`src/sv/hte_pkg.sv`:
```
// Shared types, entity tables and string helpers for the HTML text escaper.
package hte_pkg;

  // One source byte with its end-of-string flag.
  typedef struct packed {
    logic [7:0] in_byte;
    logic       in_end;
  } in_item_t;

  // One escaped output byte with its framing flags.
  typedef struct packed {
    logic [7:0] out_byte;
    logic       run_last;
    logic       string_done;
  } out_item_t;

  localparam int unsigned NumSfx  = 6;
  localparam int unsigned SfxMax  = 5;
  localparam int unsigned HeldMax = 5;

  localparam logic [7:0] CharAmp  = 8'h26;
  localparam logic [7:0] CharLt   = 8'h3C;
  localparam logic [7:0] CharGt   = 8'h3E;
  localparam logic [7:0] CharQuot = 8'h22;
  localparam logic [7:0] CharApos = 8'h27;

  // Entity bodies that may follow an ampersand: lt; gt; amp; quot; apos; #
  localparam logic [7:0] SfxText [NumSfx][SfxMax] = '{
    '{8'h6C, 8'h74, 8'h3B, 8'h00, 8'h00},
    '{8'h67, 8'h74, 8'h3B, 8'h00, 8'h00},
    '{8'h61, 8'h6D, 8'h70, 8'h3B, 8'h00},
    '{8'h71, 8'h75, 8'h6F, 8'h74, 8'h3B},
    '{8'h61, 8'h70, 8'h6F, 8'h73, 8'h3B},
    '{8'h23, 8'h00, 8'h00, 8'h00, 8'h00}
  };
  localparam logic [2:0] SfxLen [NumSfx] = '{3'd3, 3'd3, 3'd4, 3'd5, 3'd5, 3'd1};

  localparam logic [39:0] AmpEntity  = "&amp;";
  localparam logic [31:0] LtEntity   = "&lt;";
  localparam logic [31:0] GtEntity   = "&gt;";
  localparam logic [47:0] QuotEntity = "&quot;";
  localparam logic [47:0] AposEntity = "&apos;";

  // What precedes the held bytes in a command.
  typedef enum logic [1:0] {
    PreNone,
    PreChar,
    PreEntity
  } pre_e;

  // What follows the held bytes in a command.
  typedef enum logic [2:0] {
    TailNone,
    TailByte,
    TailLt,
    TailGt,
    TailQuot,
    TailApos,
    TailAmp
  } tail_e;

  // One work command: a prefix, up to five held bytes, and a tail.
  typedef struct packed {
    pre_e            pre;
    logic [2:0]      held_n;
    logic [4:0][7:0] held;
    tail_e           tail;
    logic [7:0]      tail_byte;
    logic            last_of_string;
  } cmd_t;

  function automatic logic [2:0] pre_len(pre_e p);
    logic [2:0] len;
    unique case (p)
      PreNone:   len = 3'd0;
      PreChar:   len = 3'd1;
      PreEntity: len = 3'd5;
      default:   len = 3'd0;
    endcase
    return len;
  endfunction

  function automatic logic [7:0] pre_byte(pre_e p, logic [2:0] idx);
    logic [7:0] b;
    unique case (p)
      PreEntity: b = AmpEntity[8 * (4 - int'(idx)) +: 8];
      default:   b = CharAmp;
    endcase
    return b;
  endfunction

  function automatic logic [2:0] tail_len(tail_e t);
    logic [2:0] len;
    unique case (t)
      TailNone: len = 3'd0;
      TailByte: len = 3'd1;
      TailLt:   len = 3'd4;
      TailGt:   len = 3'd4;
      TailQuot: len = 3'd6;
      TailApos: len = 3'd6;
      TailAmp:  len = 3'd5;
      default:  len = 3'd0;
    endcase
    return len;
  endfunction

  function automatic logic [7:0] tail_char(tail_e t, logic [7:0] raw, logic [2:0] idx);
    logic [7:0] b;
    unique case (t)
      TailLt:   b = LtEntity[8 * (3 - int'(idx)) +: 8];
      TailGt:   b = GtEntity[8 * (3 - int'(idx)) +: 8];
      TailQuot: b = QuotEntity[8 * (5 - int'(idx)) +: 8];
      TailApos: b = AposEntity[8 * (5 - int'(idx)) +: 8];
      TailAmp:  b = AmpEntity[8 * (4 - int'(idx)) +: 8];
      default:  b = raw;
    endcase
    return b;
  endfunction

endpackage

```
`src/sv/html_text_escaper.sv`:
```
// Top level of the streaming HTML text escaper.
//
// Source text enters one byte per item on the push/full queue port, with
// in_end set on the final byte of a string. Escaped bytes leave on the
// empty/pop queue port; run_last marks the last byte caused by one source
// byte and string_done the final byte of the escaped string.
// The front end classifies each accepted byte combinationally and writes a
// command into a QueueDepth-entry queue; bytes that start or extend an
// ampersand run are held and write nothing. The back end turns the head
// command into output bytes, one per cycle unless the receiver stalls,
// into an output register. One item is accepted per cycle while each
// yields at most one byte and the receiver keeps up; an item can yield
// up to 15 bytes, and full rises once the queue fills behind it.
// When the receiver stalls, the output register holds its byte and the
// queue absorbs up to QueueDepth more commands before full stalls the input.
// Reset clears the held run, the queue and the output valid flag.
module html_text_escaper #(
  parameter int unsigned QueueDepth = 2
) (
  input  logic               clk_i,
  input  logic               rst_ni,
  input  logic               push,
  output logic               full,
  input  hte_pkg::in_item_t  in_item_i,
  output logic               empty,
  input  logic               pop,
  output hte_pkg::out_item_t out_item_o
);

  logic          accept;
  logic          cmd_push;
  hte_pkg::cmd_t cmd_in;
  hte_pkg::cmd_t cmd_head;
  logic          q_empty;
  logic          q_pop;
  logic          out_valid;

  // An item is taken only while the command queue has room.
  assign accept = push && !full;
  assign empty  = !out_valid;

  hte_front u_front (
    .clk_i      (clk_i),
    .rst_ni     (rst_ni),
    .accept_i   (accept),
    .in_item_i  (in_item_i),
    .cmd_push_o (cmd_push),
    .cmd_o      (cmd_in)
  );

  hte_fifo #(
    .Depth (QueueDepth)
  ) u_fifo (
    .clk_i   (clk_i),
    .rst_ni  (rst_ni),
    .push_i  (cmd_push),
    .data_i  (cmd_in),
    .full_o  (full),
    .pop_i   (q_pop),
    .empty_o (q_empty),
    .data_o  (cmd_head)
  );

  // The back end sees pop only while a byte is actually offered.
  hte_back u_back (
    .clk_i       (clk_i),
    .rst_ni      (rst_ni),
    .cmd_valid_i (!q_empty),
    .cmd_i       (cmd_head),
    .cmd_pop_o   (q_pop),
    .out_pop_i   (pop && out_valid),
    .out_valid_o (out_valid),
    .out_item_o  (out_item_o)
  );

`ifndef ASSERT_OFF
  // A command is never written into a full queue.
  assert property (@(posedge clk_i) disable iff (!rst_ni) cmd_push |-> !full)
    else $error("command written into a full queue");

  // The back end only retires a command that is present.
  assert property (@(posedge clk_i) disable iff (!rst_ni) q_pop |-> !q_empty)
    else $error("command retired from an empty queue");

  // The final byte of a string is always the last byte of its run.
  assert property (@(posedge clk_i) disable iff (!rst_ni)
    (!empty && out_item_o.string_done) |-> out_item_o.run_last)
    else $error("string_done without run_last");
`endif

endmodule

```
`src/sv/hte_front.sv`:
```
// Front end: tracks ampersand runs, matches entities and issues work commands.
module hte_front (
  input  logic              clk_i,
  input  logic              rst_ni,
  input  logic              accept_i,
  input  hte_pkg::in_item_t in_item_i,
  output logic              cmd_push_o,
  output hte_pkg::cmd_t     cmd_o
);

  logic       hold_active_q, hold_active_d;
  logic [2:0] hold_count_q, hold_count_d;
  logic [7:0] held_q [4];

  logic [7:0]                  b;
  logic                        last;
  logic [2:0]                  n;
  logic [4:0][7:0]             cand;
  logic [hte_pkg::NumSfx-1:0]  match;
  logic [hte_pkg::NumSfx-1:0]  complete;
  logic                        store;
  hte_pkg::tail_e              fresh_tail;
  logic                        fresh_hold;

  assign b    = in_item_i.in_byte;
  assign last = in_item_i.in_end;
  assign n    = hold_count_q + 3'd1;

  // Candidate run: the held bytes followed by the new byte.
  always_comb begin
    for (int i = 0; i < 4; i++) begin
      cand[i] = (3'(i) < hold_count_q) ? held_q[i] : b;
    end
    cand[4] = b;
  end

  always_comb begin
    logic m;
    for (int k = 0; k < hte_pkg::NumSfx; k++) begin
      m = 1'b1;
      for (int i = 0; i < hte_pkg::SfxMax; i++) begin
        if (3'(i) < n && cand[i] != hte_pkg::SfxText[k][i]) begin
          m = 1'b0;
        end
      end
      match[k]    = m && (n <= hte_pkg::SfxLen[k]);
      complete[k] = match[k] && (n == hte_pkg::SfxLen[k]);
    end
  end

  // Treatment of a byte outside any held run.
  always_comb begin
    fresh_hold = 1'b0;
    unique case (b)
      hte_pkg::CharLt:   fresh_tail = hte_pkg::TailLt;
      hte_pkg::CharGt:   fresh_tail = hte_pkg::TailGt;
      hte_pkg::CharQuot: fresh_tail = hte_pkg::TailQuot;
      hte_pkg::CharApos: fresh_tail = hte_pkg::TailApos;
      hte_pkg::CharAmp: begin
        // A final ampersand is flushed as an entity right away.
        fresh_tail = last ? hte_pkg::TailAmp : hte_pkg::TailNone;
        fresh_hold = !last;
      end
      default:           fresh_tail = hte_pkg::TailByte;
    endcase
  end

  always_comb begin
    cmd_o.pre            = hte_pkg::PreNone;
    cmd_o.held_n         = 3'd0;
    cmd_o.held           = cand;
    cmd_o.tail           = fresh_tail;
    cmd_o.tail_byte      = b;
    cmd_o.last_of_string = last;
    hold_active_d        = fresh_hold;
    hold_count_d         = 3'd0;
    store                = 1'b0;
    if (hold_active_q) begin
      if (|complete) begin
        cmd_o.pre     = hte_pkg::PreChar;
        cmd_o.held_n  = n;
        cmd_o.tail    = hte_pkg::TailNone;
        hold_active_d = 1'b0;
      end else if (|match) begin
        cmd_o.tail = hte_pkg::TailNone;
        if (last) begin
          cmd_o.pre     = hte_pkg::PreEntity;
          cmd_o.held_n  = n;
          hold_active_d = 1'b0;
        end else begin
          hold_active_d = 1'b1;
          hold_count_d  = n;
          store         = 1'b1;
        end
      end else begin
        // Broken run: escape the ampersand, replay the matched bytes,
        // then treat the breaking byte afresh.
        cmd_o.pre    = hte_pkg::PreEntity;
        cmd_o.held_n = hold_count_q;
      end
    end
    cmd_push_o = accept_i && (cmd_o.pre != hte_pkg::PreNone ||
                              cmd_o.tail != hte_pkg::TailNone);
  end

  always_ff @(posedge clk_i or negedge rst_ni) begin
    if (!rst_ni) begin
      hold_active_q <= 1'b0;
      hold_count_q  <= 3'd0;
    end else if (accept_i) begin
      hold_active_q <= hold_active_d;
      hold_count_q  <= hold_count_d;
    end
  end

  always_ff @(posedge clk_i) begin
    if (accept_i && store) begin
      held_q[hold_count_q[1:0]] <= b;
    end
  end

endmodule

```
`src/sv/hte_fifo.sv`:
```
// Short command queue between the front end and the back end.
module hte_fifo #(
  parameter int unsigned Depth = 2
) (
  input  logic          clk_i,
  input  logic          rst_ni,
  input  logic          push_i,
  input  hte_pkg::cmd_t data_i,
  output logic          full_o,
  input  logic          pop_i,
  output logic          empty_o,
  output hte_pkg::cmd_t data_o
);

  localparam int unsigned PtrW = (Depth > 1) ? $clog2(Depth) : 1;
  localparam int unsigned CntW = $clog2(Depth + 1);

  hte_pkg::cmd_t     mem_q [Depth];
  logic [PtrW-1:0]   wr_q, rd_q;
  logic [CntW-1:0]   cnt_q;

  assign full_o  = (cnt_q == CntW'(Depth));
  assign empty_o = (cnt_q == '0);
  assign data_o  = mem_q[rd_q];

  always_ff @(posedge clk_i or negedge rst_ni) begin
    if (!rst_ni) begin
      wr_q  <= '0;
      rd_q  <= '0;
      cnt_q <= '0;
    end else begin
      if (push_i) begin
        wr_q <= (wr_q == PtrW'(Depth - 1)) ? '0 : wr_q + PtrW'(1);
      end
      if (pop_i) begin
        rd_q <= (rd_q == PtrW'(Depth - 1)) ? '0 : rd_q + PtrW'(1);
      end
      if (push_i && !pop_i) begin
        cnt_q <= cnt_q + CntW'(1);
      end else if (pop_i && !push_i) begin
        cnt_q <= cnt_q - CntW'(1);
      end
    end
  end

  always_ff @(posedge clk_i) begin
    if (push_i) begin
      mem_q[wr_q] <= data_i;
    end
  end

endmodule

```
`src/sv/hte_back.sv`:
```
// Back end: expands each command into output bytes, one per cycle unless the receiver stalls.
module hte_back (
  input  logic               clk_i,
  input  logic               rst_ni,
  input  logic               cmd_valid_i,
  input  hte_pkg::cmd_t      cmd_i,
  output logic               cmd_pop_o,
  input  logic               out_pop_i,
  output logic               out_valid_o,
  output hte_pkg::out_item_t out_item_o
);

  logic [3:0]         pos_q;
  logic               out_valid_q;
  hte_pkg::out_item_t out_q;

  logic [3:0] pre_l, held_l, tail_l, total;
  logic [3:0] held_idx, tail_idx;
  logic [7:0] byte_d;
  logic       last;
  logic       adv;

  assign pre_l    = {1'b0, hte_pkg::pre_len(cmd_i.pre)};
  assign held_l   = {1'b0, cmd_i.held_n};
  assign tail_l   = {1'b0, hte_pkg::tail_len(cmd_i.tail)};
  assign total    = pre_l + held_l + tail_l;
  assign held_idx = pos_q - pre_l;
  assign tail_idx = pos_q - pre_l - held_l;
  assign last     = (pos_q == total - 4'd1);
  assign adv      = cmd_valid_i && (!out_valid_q || out_pop_i);

  always_comb begin
    if (pos_q < pre_l) begin
      byte_d = hte_pkg::pre_byte(cmd_i.pre, pos_q[2:0]);
    end else if (pos_q < pre_l + held_l) begin
      byte_d = cmd_i.held[held_idx[2:0]];
    end else begin
      byte_d = hte_pkg::tail_char(cmd_i.tail, cmd_i.tail_byte, tail_idx[2:0]);
    end
  end

  assign cmd_pop_o   = adv && last;
  assign out_valid_o = out_valid_q;
  assign out_item_o  = out_q;

  always_ff @(posedge clk_i or negedge rst_ni) begin
    if (!rst_ni) begin
      pos_q       <= 4'd0;
      out_valid_q <= 1'b0;
    end else begin
      if (adv) begin
        pos_q       <= last ? 4'd0 : pos_q + 4'd1;
        out_valid_q <= 1'b1;
      end else if (out_pop_i) begin
        out_valid_q <= 1'b0;
      end
    end
  end

  always_ff @(posedge clk_i) begin
    if (adv) begin
      out_q.out_byte    <= byte_d;
      out_q.run_last    <= last;
      out_q.string_done <= last && cmd_i.last_of_string;
    end
  end

endmodule
```
`config.mk`:
```
export PLATFORM = sky130hd
export DESIGN_NAME = html_text_escaper
export DESIGN_NICKNAME = d
export VERILOG_FILES = /design/src/sv/hte_pkg.sv /design/src/sv/html_text_escaper.sv /design/src/sv/hte_front.sv /design/src/sv/hte_fifo.sv /design/src/sv/hte_back.sv
export SDC_FILE = /design/constraint.sdc
export NUM_CORES = 1
export LEC_CHECK = 0
export ABC_AREA = 1
export BUFFER_PORTS_ARGS = -buffer_cell sky130_fd_sc_hd__buf_2
export CAP_MARGIN = 20
export CORE_MARGIN = 2
export CORE_UTILIZATION = 41
export DETAILED_ROUTE_END_ITERATION = 8
export GPL_ROUTABILITY_DRIVEN = 1
export HOLD_SLACK_MARGIN = 0.05
export PLACE_DENSITY_LB_ADDON = 0.12
export SYNTH_ARGS = -nofsm -noshare
export SYNTH_HDL_FRONTEND = slang
export SYNTH_SLANG_ARGS = --single-unit
```
`constraint.sdc`:
```
create_clock -name clk_i -period 5.9 [get_ports clk_i]
set_clock_uncertainty 0.15 [all_clocks]
set_input_delay 0.295 -clock clk_i [delete_from_list [all_inputs] [get_ports clk_i]]
set_output_delay 0.295 -clock clk_i [all_outputs]
set_load 0.01 [all_outputs]
```
== After elaboration in Yosys (flattened, before gate mapping) ==
Memory sizes are Yosys's and may differ from the RTL's.
Cells that the tools add are included.
Word-level totals
  bits in registers: 23
  input port bits: 13
  output and inout port bits: 12
  memory bits (writable): 146
  word-level logic and storage cells: 219
  memories: 2
Memories
  u_fifo.mem_q: depth 2, bits a word 57, read ports 1, clocked after Yosys merged registers in 0, wr ports 1, RTL line hte_fifo.sv:18  | hte_pkg::cmd_t mem_q [Depth];
  u_front.held_q: depth 4, bits a word 8, read ports 4, clocked after Yosys merged registers in 0, wr ports 1, RTL line hte_front.sv:13  | logic [7:0] held_q [4];
Cells by class
  shifts and indexed selects: 6
  equal/unequal tests: 35
  reduce and logical (&&, ||, !) cells: 62
  multiplexer cells: 73
  order comparisons: 16
  add/sub/neg operators: 15
Operators with widths (count)
  8-bit by 7-bit != test with 1-bit output, second input constant: 12
  48-bit by 32-bit variable part select with 8-bit output, first input constant: 2
  40-bit by 32-bit variable part select with 8-bit output, first input constant: 2
  8-bit 2-to-1 mux: 8
  32-bit by 32-bit variable part select with 8-bit output, first input constant: 2
  1-bit 2-to-1 mux: 45
  1-bit logical AND: 41
  8-bit by 6-bit == test with 1-bit output, second input constant: 5
  8-bit case mux with 5 select lines: 1
  8-bit by 6-bit != test with 1-bit output, second input constant: 4
  8-bit nonzero test: 4
  8-bit binary-select mux with 3-bit select: 1
  3-bit 2-to-1 mux: 8
  5-bit 2-to-1 mux: 4
  3-bit == test, second input constant: 5
  3-bit case mux with 5 select lines: 1
  1-bit by 3-bit < comparator with 1-bit output, first input constant: 4
  2-bit by 3-bit < comparator with 1-bit output, first input constant: 4
  3-bit case mux with 4 select lines: 1
  6-bit OR reduction: 2
  3-bit by 3-bit subtractor with 4-bit output, first input constant: 3
  3-bit by 2-bit == test with 1-bit output, second input constant: 3
  3-bit by 1-bit == test with 1-bit output, second input constant: 2
  3-bit <= comparator, second input constant: 2
  other kinds (28): 41

== Depth between registers and ports, before layout ==
Gate-level depths: netlist (run 1).
  word-level depth: 21
  mapped depth: 24
  gate-level depth less buffers: 23

== Modules after synthesis ==
A second synthesis (run 1) with hierarchy kept.
Second synthesis, totals
  cells, all modules: 978
  area total of the unflattened synthesis: 9636.7 sq um
By module, submodules not included
  hte_fifo: instances 1, cells an instance 202, seq. area each 3523.4 sq um, area an instance 4395.5 sq um
  hte_front: instances 1, cells an instance 435, seq. area each 1061.0 sq um, area an instance 3051.7 sq um
  hte_back: instances 1, cells an instance 335, seq. area each 425.4 sq um, area an instance 2164.6 sq um
  html_text_escaper: instances 1, cells an instance 6, seq. area each 0.0 sq um, area an instance 25.0 sq um

== Worst setup path before layout (run 1) ==
No wires, ideal clock.
  path kind: register to register
  start point: register u_front.hold_count_q[0]
  end point: memory u_fifo.mem_q[1][0] (netlist name), enable pin
  library setup time: 0.456 ns
  cell stages (with the launch flop): 18
  period minus slack after synthesis: 4.800 ns
  buffers on the path: 1
  data arrival time: 4.195 ns
  slack: 1.100 ns
  required time: 5.294 ns
  cells stage by stage: dfrtp_1 > inv_2 > buf_4 > ha_1 > inv_1 > a21oi_1 > nand2_1 > nand2_1 > a21oi_1 > nand2_1 > nor2_1 > nor2_1 > nand3_2 > nand2_1 > o31ai_1 > nand2_1 > nand2_2 > nor2_1
On the way
  word-level cells in the longest chain between the ends: 19
  elaborated cells on any way between the ends: 115
  classes of those cells: 1 x add/sub; 13 x order compare; 19 x eq/ne; 41 x mux; 41 x reduce/logical
Ends and longest elaborated chain
  start: declaration: RTL line hte_front.sv:12  | logic [2:0] hold_count_q, hold_count_d;
  start signal: assignment: RTL line hte_front.sv:112  | hold_count_q <= hold_count_d;
  1-bit by 3-bit < comparator with 1-bit output: RTL line hte_front.sv:32  | cand[i] = (3'(i) < hold_count_q) ? held_q[i] : b;
  8-bit 2-to-1 mux: RTL line hte_front.sv:32
  8-bit by 7-bit != test with 1-bit output / 8-bit by 6-bit != test with 1-bit output (equally long branches): RTL line hte_front.sv:42  | if (3'(i) < n && cand[i] != hte_pkg::SfxText[k][i]) begin
  1-bit logical AND: RTL line hte_front.sv:42
  1-bit 2-to-1 mux (5 in a row): RTL line hte_front.sv:42
  1-bit logical AND: RTL line hte_front.sv:46  | match[k] = m && (n <= hte_pkg::SfxLen[k]);
  6-bit OR reduction / 1-bit logical AND (equally long branches): RTL line hte_front.sv:84, hte_front.sv:47
  3-bit 2-to-1 mux, or another cell as far along: RTL line hte_front.sv:84  | end else if (|match) begin
  3-bit 2-to-1 mux / 5-bit 2-to-1 mux (equally long branches): RTL line hte_front.sv:79  | if (|complete) begin
  3-bit 2-to-1 mux / 5-bit 2-to-1 mux (equally long branches): RTL line hte_front.sv:78  | if (hold_active_q) begin
  3-bit nonzero test / 2-bit nonzero test (equally long branches): RTL line hte_front.sv:103, hte_front.sv:102
  1-bit logical OR *: RTL line hte_front.sv:102  | cmd_push_o = accept_i && (cmd_o.pre != hte_pkg::PreNone ||
  1-bit logical AND *: RTL line hte_front.sv:102
  1-bit 2-to-1 mux *: RTL line hte_fifo.sv:47  | if (push_i) begin
  1-bit 2-to-1 mux (not written as such) *: RTL line hte_fifo.sv:48  | mem_q[wr_q] <= data_i;
  end: declaration: RTL line hte_fifo.sv:18
Mark *: on every way between the ends. The rest lies on a longest branch, timed or not.

== Worst setup path after layout (run 1) ==
  start point: register u_fifo.rd_q
  end point: register u_back.out_q, in the netlist u_back.out_item_o[2], data pin
On the way
  word-level cells in the longest chain between the ends: 10
  elaborated cells on any way between the ends: 28
  classes of those cells: 6 x add/sub; 2 x order compare; 7 x eq/ne; 5 x shift; 7 x mux; 1 x memory
Ends and longest elaborated chain
  start: declaration: RTL line hte_fifo.sv:19  | logic [PtrW-1:0] wr_q, rd_q;
  start signal: assignment: RTL line hte_fifo.sv:36  | rd_q <= (rd_q == PtrW'(Depth - 1)) ? '0 : rd_q + PtrW'(1);
  memory 2 x 57 bit *
  2-bit == test / 2-bit by 1-bit == test with 1-bit output (equally long branches): RTL line hte_pkg.sv:74, hte_pkg.sv:85
  3-bit case mux with 2 select lines: RTL line hte_pkg.sv:74  | unique case (p)
  3-bit subtractor: RTL line hte_back.sv:27, hte_back.sv:28
  3-bit subtractor: RTL line hte_back.sv:28  | assign tail_idx = pos_q - pre_l - held_l;
  3-bit by 3-bit subtractor with 4-bit output, or another cell as far along: RTL line hte_pkg.sv:112, hte_pkg.sv:113
  48-bit by 32-bit variable part select with 8-bit output, or another cell as far along: RTL line hte_pkg.sv:113  | TailApos: b = AposEntity[8 * (5 - int'(idx)) +: 8];
  8-bit case mux with 5 select lines: RTL line hte_pkg.sv:109  | unique case (t)
  8-bit 2-to-1 mux: RTL line hte_back.sv:35  | end else if (pos_q < pre_l + held_l) begin
  8-bit 2-to-1 mux *: RTL line hte_back.sv:33  | if (pos_q < pre_l) begin
  via u_back.byte_d[0]: RTL line hte_back.sv:19  | logic [7:0] byte_d;
  end: declaration: RTL line hte_back.sv:15  | hte_pkg::out_item_t out_q;
Mark *: on every way through the listed nets, which the timed path passes. The rest lies on a longest branch. The select of a mux whose other input is x is not followed.
A chain may end at the register's enable or synchronous reset.

==> results of run 1 <==
-- layer usage --
metal / vias up / GRT usage / part of all wire
li1: 3023 / - / -
met1: 2806 / 0.295 / 0.48
met2: 184 / 0.302 / 0.45
met3: 35 / 0.0305 / 0.049
met4: 0 / 0.0797 / 0.025
met5: - / 0 / 0
-- tightest hold or removal path, cell delays in order --
cell and delay [ns]:
buf_2 0.07, o21ai_0 0.11, nor2_1 0.11, a21oi_1 0.04
-- synth_stat cells (all sizes together) --
cell | count | share of area
buf | 9 | 0.0074
o31ai | 2 | 0.0019
mux2i | 7 | 0.0087
nand2 | 223 | 0.11
nand3 | 43 | 0.027
dfrtp | 13 | 0.040
xnor2 | 6 | 0.0065
a21o | 2 | 0.0019
nor2 | 102 | 0.048
a21boi | 1 | 0.00093
nor3 | 14 | 0.0087
inv | 105 | 0.049
fa | 2 | 0.0049
xor2 | 9 | 0.0097
or2 | 5 | 0.0039
edfxtp | 140 | 0.52
ha | 27 | 0.042
o22ai | 12 | 0.0093
a21oi | 23 | 0.014
o211ai | 13 | 0.012
clkbuf | 13 | 0.0060
nand4 | 8 | 0.0080
o221ai | 11 | 0.012
a31oi | 3 | 0.0023
a211oi | 3 | 0.0028
o21ai | 75 | 0.046
-- registers in the layout, indices dropped and copies added, names as in the netlist --
| name | count |
|---|---|
| u_front.hold_count_q | 3 |
| u_front.hold_active_q | 1 |
| u_back.out_valid_o | 1 |
| u_back.out_item_o | 10 |
| u_fifo.wr_q | 1 |
| u_fifo.cnt_q | 2 |
| u_fifo.rd_q | 1 |
| u_back.pos_q | 4 |
| u_front.held_q | 32 |
| u_fifo.mem_q | 98 |
-- logic make-up after synthesis --
logic type | count (synthesis)
mux | 7
flops | 153
simple gates | 395
buf+inv | 127
compound gates | 145
fa+ha+maj | 29
xor+xnor | 15
-- area by class of cell --
cell class	instances	share of cell area
flip-flops and latches	153	0.496
inverters	105	0.0431
clock inverters	15	0.0181
well taps	265	0.0363
repair buffers	35	0.0244
multi-input cells	591	0.336
clock buffers	17	0.0465
-- per-stage QoR --
stage / hold slack, ns / util
2_1_floorplan: -0.151 / -
3_3_place_gp: 0.0740 / 0.438
3_5_place_dp: 0.0674 / 0.438
4_1_cts: 0.0894 / 0.470
5_1_grt: 0.0931 / 0.471
6_report: 0.0859 / 0.471
-- path summary, 6_finish.rpt --
| kind | from | end | slack [ns] | depth (start not counted) |
|---|---|---|---|---|
| min | push | u_front.hold_count_q[0]$_DFFE_PN0P_ | 0.09 | 4 |
| max reg2reg | u_fifo.rd_q$_DFFE_PN0P_ | u_back.out_item_o[2]$_DFFE_PP_ | 1.24 | 17 |
| min in group asynchronous | rst_ni | u_back.pos_q[0]$_DFFE_PN0P_ | 0.14 | 2 |
| max in group asynchronous | rst_ni | u_fifo.cnt_q[1]$_DFFE_PN0P_ | 5.20 | 2 |
| min reg2reg | u_fifo.wr_q$_DFFE_PN0P_ | u_fifo.wr_q$_DFFE_PN0P_ | 0.33 | 2 |
| max | u_fifo.rd_q$_DFFE_PN0P_ | u_back.out_item_o[2]$_DFFE_PP_ | 1.24 | 17 |
-- repair_timing --
action	4_1_cts	5_1_grt
resized for setup	0	0
endpoints found under the hold margin	16	0
hold buffers	3	0
==> run metrics, run 1 <==
outcome complete, no violations; final count of pins violating max slew 0; Seq. cell area 4530 um^2; initial antenna violation count 0; Syn Nets between 900 and 1000; Synth Area in Compound Gates 0.104; Slew @ Worst Pin 0.827 ns; worst min path class input port to flip-flop; period utilization 0.790; fillers roughly 1900; clk buf depth 2; share of cells above drive strength 1 0.0993; remaining global-route overflow 0; initial drt markers 580; placer congestion estimate slightly below 1; Cell Chain, Critical Path inv_1 > nand2_1 > nand2_1 > ha_1 > inv_1 > ha_1 > ha_1 > buf_4 > fa_1 > inv_1 > ha_1 > o21ai_0 > a21oi_1 > o21ai_0 > nand4_1 > a211oi_1 > o22ai_1; Initial Util 0.417; CP peak stage delay a little over 0.7 ns; ANT cells 0; I/O pins 25; Synth Area in Simple Gates 0.203; post-synthesis xor/xnor area fraction 0.0162; DP HPWL between 10000 and 15000 um; H-tree levels 4; cell row count 51; WS Path Type flip-flop to flip-flop; Final min period approximately 4.7 ns; Area Overhead vs Synth 12.9%; most common cell after layout, fill and taps aside nand2_1; yosys synthesis warning count 0; Max Fclk approximately 210 MHz; die width between 100 and 150 um; non-filler cells, final 1181; combinational family with the most area after synthesis simple AND/OR/NAND/NOR gates; number of global-route vias before repair roughly 5600; TritonCTS Buffers 17; Global Route Usage Sum 0.202; MaxCap Viol Count 0; clock root buffer clkbuf_16; Netlist Area Pre-Place 8100 um^2; Post-CTS Setup Bufs 0; final setup margin around 1.2 ns; Final Cell Area slightly above 9000 um^2; Final ANT Viol Nets 0; Slew HR 0.448; Cells after Synth around 870; clk sinks ~150; Avg Cell Area, Syn 9.30 um^2; clk slew on worst S/H paths 0.07 ns; NumNets Final 945; DR WL/cell roughly 17 um; Adder-Cell Fraction of Synth Area 0.0467; flops & latches, synth around 150; Setup WS pre-CTS approximately 1.3 ns; first-pass GRT wire length roughly 31000 um; Startpoint Class flip-flop; Crit-path slowest cell fa_1; Die Height 145 um; die area 20900 um^2; Buffers & Inverters on Critical Path 4; CP arrival between 4 and 5 ns; area of the multi-input gates approximately 3000 um^2; routed vias/inst around 5; post-synthesis cell type count 36; vias just over 6000; largest delay contributor family on the critical path adder cells; setup TNS 0 ns; pin count of the biggest net entering global routing 50; CP required about 5.9 ns; most used cell, CP ha_1; DR pass1 iterations 5; Final Setup Violations 0; number of buffers added on ports 24; core footprint 19400 um^2; Placed Area about 8500 um^2; crit-path max FO 16; post-synthesis mux area share 0.00865; highest-count cells in the layout ignoring fill and taps nand2_1, edfxtp_1, nor2_1, inv_1, o21ai_0; RSZ-0062 raised after global routing no; Hold Violations, Final 0; CTS tree built; Seq/Total Area, Yosys 0.559; Crit. End Element flip-flop; dpl cells about 1100; drt drc 0; worst skew pair latency ~0.43 ns; Post-Route WL around 20000 um
Power of run 1 is left out: the tool's default activity adds up to more than one toggle a clock period on the data nets, which glitch-free logic cannot reach.
==> run 2, diff against run 1 <==
==> constraint.sdc (replaced) <==
create_clock -name clk_i -period 4.4 [get_ports clk_i]
set_clock_uncertainty 0.15 [all_clocks]
set_input_delay 0.22 -clock clk_i [delete_from_list [all_inputs] [get_ports clk_i]]
set_output_delay 0.22 -clock clk_i [all_outputs]
set_load 0.01 [all_outputs]
==> run 2 against run 1 <==
Core utilization is 1.3 points higher. Non-clock buffer count is 25 higher. Register-to-register slack worse by 0.99 ns. Global-route usage is 0.067 points higher. Sequential share of layout area is 1.3 points lower. Critical endpoint is now u_fifo.cnt_q[1]$_DFFE_PN0P_. Flip-flop and latch count stayed put. Count of clock-buffer cells in the layout is 3 higher.
==> run metrics, run 2 (same netlist as run 1, synthesis figures left out) <==
Crit. End Element flip-flop; most used cell, CP ha_1; Slew @ Worst Pin 0.553 ns; die width ~140 um; highest-count cells in the layout ignoring fill and taps nand2_1, edfxtp_1, nor2_1, inv_1, o21ai_0; Setup WS pre-CTS -0.0552 ns; worst reg2reg path depth 21; NumNets Final 970; core footprint 19400 um^2; max FFs per register 98; die area ~21000 um^2; share of cells above drive strength 1 0.117; WS Path Type flip-flop to flip-flop; WHS Path Cells 1; Area Overhead vs Synth 16.0%; CTS tree built; clk sinks 153; Final min period just over 4 ns; number of global-route vias before repair about 5600; CP peak stage delay ~0.45 ns; fillers roughly 1900; DR WL/cell ~17 um; CP required 4.55 ns; reg-to-reg setup timing slack about 0.25 ns; Initial Util 0.417; Crit-path slowest cell dfrtp_2; Final Setup Violations 0; clk slew on worst S/H paths 0.06 ns; Die Height approximately 140 um; routed vias/inst around 5.1; Final ANT Viol Nets 0; DP HPWL ~14000 um; number of buffers added on ports 24; H-tree levels 4; first-pass GRT wire length between 30000 and 40000 um; worst skew pair latency approximately 0.42 ns; DR pass1 iterations 6; outcome complete, no violations; placer congestion estimate 0.993; ANT cells 0; largest delay contributor family on the critical path adder cells; Crit path depth 21; worst r2r dst u_fifo.cnt_q[1]$_DFFE_PN0P_; Max Fclk approximately 240 MHz; area of the multi-input gates a little over 3000 um^2; Startpoint Class flip-flop; final count of pins violating max slew 0; worst min path class input port to flip-flop; most common cell after layout, fill and taps aside nand2_1; Hold Violations, Final 0; Post-Route WL 20100 um; pin count of the biggest net entering global routing 50; remaining global-route overflow 0; Slew HR 0.631; clock root buffer clkbuf_16; worst setup path start u_fifo.rd_q$_DFFE_PN0P_; period utilization 0.944; clk buf depth 2; I/O pins 25; final setup margin between 0.2 and 0.25 ns; Buffers & Inverters on Critical Path 5; initial antenna violation count 0; most flop-heavy register u_fifo.mem_q; RR Startpoint u_fifo.rd_q$_DFFE_PN0P_; initial drt markers 687; Global Route Usage Sum 0.202; drt drc 0; cell row count 51; MaxCap Viol Count 0; vias just over 6000; end point of the critical path u_fifo.cnt_q[1]$_DFFE_PN0P_; final core area utilization 0.484; crit-path max FO 6; TritonCTS Buffers 17; Seq. cell area 4530 um^2; CP arrival between 4 and 5 ns; Cell Chain, Critical Path buf_4 > mux2i_1 > ha_1 > inv_1 > ha_1 > ha_1 > inv_1 > ha_1 > inv_1 > ha_1 > fa_1 > xnor2_1 > xor2_1 > xnor2_1 > nand2_1 > inv_1 > nand2_2 > ha_4 > a21oi_1 > o21ai_0 > xor2_1
## run 2: how the worst min path moves through the flow
stage / startpoint / end / slack (ns)
2_1_floorplan: rst_ni / u_back.out_valid_o$_DFFE_PN0P_ / -0.23
3_3_place_gp: rst_ni / u_back.pos_q[1]$_DFFE_PN0P_ / -0.01
3_5_place_dp: rst_ni / u_back.pos_q[2]$_DFFE_PN0P_ / -0.005
4_1_cts: in_item_i[6] / u_front.held_q[3][5]$_DFFE_PP_ / 0.05
5_1_grt: in_item_i[6] / u_front.held_q[3][5]$_DFFE_PP_ / 0.05
6_report: in_item_i[6] / u_front.held_q[3][5]$_DFFE_PP_ / 0.06
## run 2: worst reg2reg max path: cells and delay by family (launching register included)
| kind | cells | cell delay, ns |
|---|---|---|
| fa+ha+maj | 7 | 1.86 |
| xor+xnor | 4 | 0.67 |
| flops | 1 | 0.45 |
| buf+inv | 5 | 0.39 |
| simple gates | 2 | 0.19 |
| compound gates | 2 | 0.19 |
| mux | 1 | 0.13 |
## run 2: area by class of cell
class | count | share of cell area
multi-input combinational | 591 | 0.329
clock inverter | 12 | 0.0185
sequential | 153 | 0.482
tap | 265 | 0.0353
clock buffer | 20 | 0.0465
timing repair buffer | 60 | 0.0464
inverter | 105 | 0.0424
## run 2: metrics by stage
stage	hold slack, ns	std cells	TNS [ns]	cell area, um^2
2_1_floorplan	-0.226	871	0	8110
3_3_place_gp	-0.0102	1160	0	8640
3_5_place_dp	-0.00496	1160	-0.0552	8640
4_1_cts	0.0537	1200	0	9330
5_1_grt	0.0536	1206	-0.0273	9390
6_report	0.0635	1206	0	9390
## run 2: what timing repair did
item / 4_1_cts / 5_1_grt
hold buffers: 8 / 0
gates resized for setup: 1 / 3
setup endpoints to repair: 1 / 8
setup buffers: 0 / 6
endpoints found under the hold margin: 37 / 0
## run 2: per-layer routing
layer	vias to the layer above	GRT usage	part of all wire	wire length [um]
met5	-	0	0	0
met4	0	0.0731	0.022	441
met3	26	0.0298	0.042	846
met2	164	0.296	0.44	8760
met1	2854	0.306	0.50	10000
li1	3073	-	-	-
Power of run 2 is left out for the same reason.
==> run 3, diff against run 2 <==
==> constraint.sdc (replaced) <==
create_clock -name clk_i -period 3.52 [get_ports clk_i]
set_clock_uncertainty 0.15 [all_clocks]
set_input_delay 0.176 -clock clk_i [delete_from_list [all_inputs] [get_ports clk_i]]
set_output_delay 0.176 -clock clk_i [all_outputs]
set_load 0.01 [all_outputs]
==> run 3 against run 2 <==
The flow now finishes with violations (negative setup slack). Register-to-register slack lost 0.39 ns. Final area is 9.5% higher. Sequential share of layout area down 4.2 points. Flip-flop and latch count is the same. Largest cell class unchanged. Count of clock-buffer cells in the layout is 3 lower.
==> run metrics, run 3 (same netlist as run 1, synthesis figures left out) <==
outcome complete, but fails checks; failing checks negative setup slack; CTS tree built; first-pass GRT wire length 33200 um; reg-to-reg setup timing slack -0.15 ns; most common cell after layout, fill and taps aside nand2_1; period utilization 1.04; crit-path max FO 5; MaxCap Viol Count 0; clk buf depth 2; Area Overhead vs Synth 27.0%; Placed Area approximately 9300 um^2; CP arrival 3.83 ns; initial drt markers just under 500; Final min period 3.67 ns; WS Path Type flip-flop to flip-flop; vias 6398; RSZ-0062 raised after global routing yes; Final Cell Area slightly above 10000 um^2; Final Setup Violations 7; worst setup path start u_fifo.rd_q$_DFFE_PN0P_; pin count of the biggest net entering global routing 50; die width 145 um; Max Fclk between 200 and 300 MHz; DR pass1 iterations 5; highest-count cells in the layout ignoring fill and taps nand2_1, edfxtp_1, nor2_1, buf_4, inv_1; WHS Path Cells 3; CP required ~3.7 ns; final count of pins violating max slew 0; max FFs per register slightly below 100; Slew @ Worst Pin between 0.7 and 0.8 ns; number of global-route vias before repair 6091; clk sinks 153; final core area utilization 0.530; end point of the critical path u_fifo.cnt_q[1]$_DFFE_PN0P_; Die Height around 140 um; Post-Route WL roughly 21000 um; most flop-heavy register u_fifo.mem_q; Initial Util 0.417; number of buffers added on ports 24; drt drc 0; DP HPWL ~15000 um; routed vias/inst roughly 5; Global Route Usage Sum 0.214; placer congestion estimate a little under 1; Slew HR 0.517; worst skew pair latency 0.43 ns; TritonCTS Buffers 17; clk slew on worst S/H paths 0.06 ns; share of cells above drive strength 1 0.227; initial antenna violation count 0; Crit. End Element flip-flop; ANT cells 0; H-tree levels 4; cell row count just over 50; Hold Violations, Final 0; die area between 20000 and 25000 um^2; RR Startpoint u_fifo.rd_q$_DFFE_PN0P_; final setup margin -0.145 ns; Startpoint Class flip-flop; clock root buffer clkbuf_16; core footprint slightly below 20000 um^2; remaining global-route overflow 0; worst min path class input port to flip-flop; Final ANT Viol Nets 0; non-filler cells, final between 1000 and 1500; dpl cells between 1000 and 1500; setup TNS -0.447 ns; DR WL/cell between 15 and 20 um; worst r2r dst u_fifo.cnt_q[1]$_DFFE_PN0P_; I/O pins 25; NumNets Final 1047; worst reg2reg path depth 20
[run 3: area by class of cell]
cell class / count / area, um^2
fill: 1783 / 9110
sequential: 153 / 4530
multi-input combinational: 591 / 3340
timing repair buffer: 137 / 1080
clock buffer: 17 / 425
inverter: 105 / 402
tap: 265 / 332
clock inverter: 15 / 171
[run 3: worst min path at each step]
| stage | startpoint | end | slack (ns) |
|---|---|---|---|
| 5_1_grt | pop | u_back.out_valid_o$_DFFE_PN0P_ | 0.35 |
| 3_5_place_dp | rst_ni | u_back.pos_q[1]$_DFFE_PN0P_ | -0.05 |
| 6_report | pop | u_back.out_valid_o$_DFFE_PN0P_ | 0.32 |
| 4_1_cts | pop | u_back.out_valid_o$_DFFE_PN0P_ | 0.31 |
| 2_1_floorplan | rst_ni | u_back.out_valid_o$_DFFE_PN0P_ | -0.27 |
| 3_3_place_gp | rst_ni | u_back.pos_q[1]$_DFFE_PN0P_ | -0.05 |
[run 3: critical path, cell delays in order (launching register included)]
cell and delay [ns]:
dfrtp_2 0.44, mux2i_1 0.13, ha_1 0.29, inv_2 0.06
ha_4 0.17, ha_4 0.25, inv_2 0.04, ha_4 0.25
inv_2 0.03, ha_4 0.14, fa_2 0.35, xnor2_2 0.14
xor2_1 0.17, xnor2_1 0.15, nand2_1 0.10, inv_2 0.09
nand2_4 0.06, ha_4 0.23, a21oi_2 0.09, o21ai_1 0.08
xor2_1 0.14
[run 3: layer usage]
layer  track usage  vias to the layer above  share of wire
li1              -                     3234              -
met1         0.309                     2946           0.49
met2         0.323                      178           0.44
met3        0.0384                       40          0.047
met4        0.0782                        0          0.022
met5             0                        -              0
[run 3: repair_timing]
action | in CTS | in global routing
setup endpoints to repair | 12 | 124
setup buffers | 1 | 2
hold endpoints to repair | 58 | 0
gates resized for setup | 39 | 19
hold buffers | 13 | 0
pin swaps | 24 | 8
[run 3: per-stage QoR]
| step | hold WS, ns | setup WS, ns |
|---|---|---|
| global route | 0.354 | -0.342 |
| global placement | -0.0512 | -0.253 |
| detailed placement | -0.0496 | -0.337 |
| floorplan | -0.270 | -0.603 |
| CTS | 0.312 | -0.171 |
| finish | 0.322 | -0.145 |
Power of run 3 is left out for the same reason.
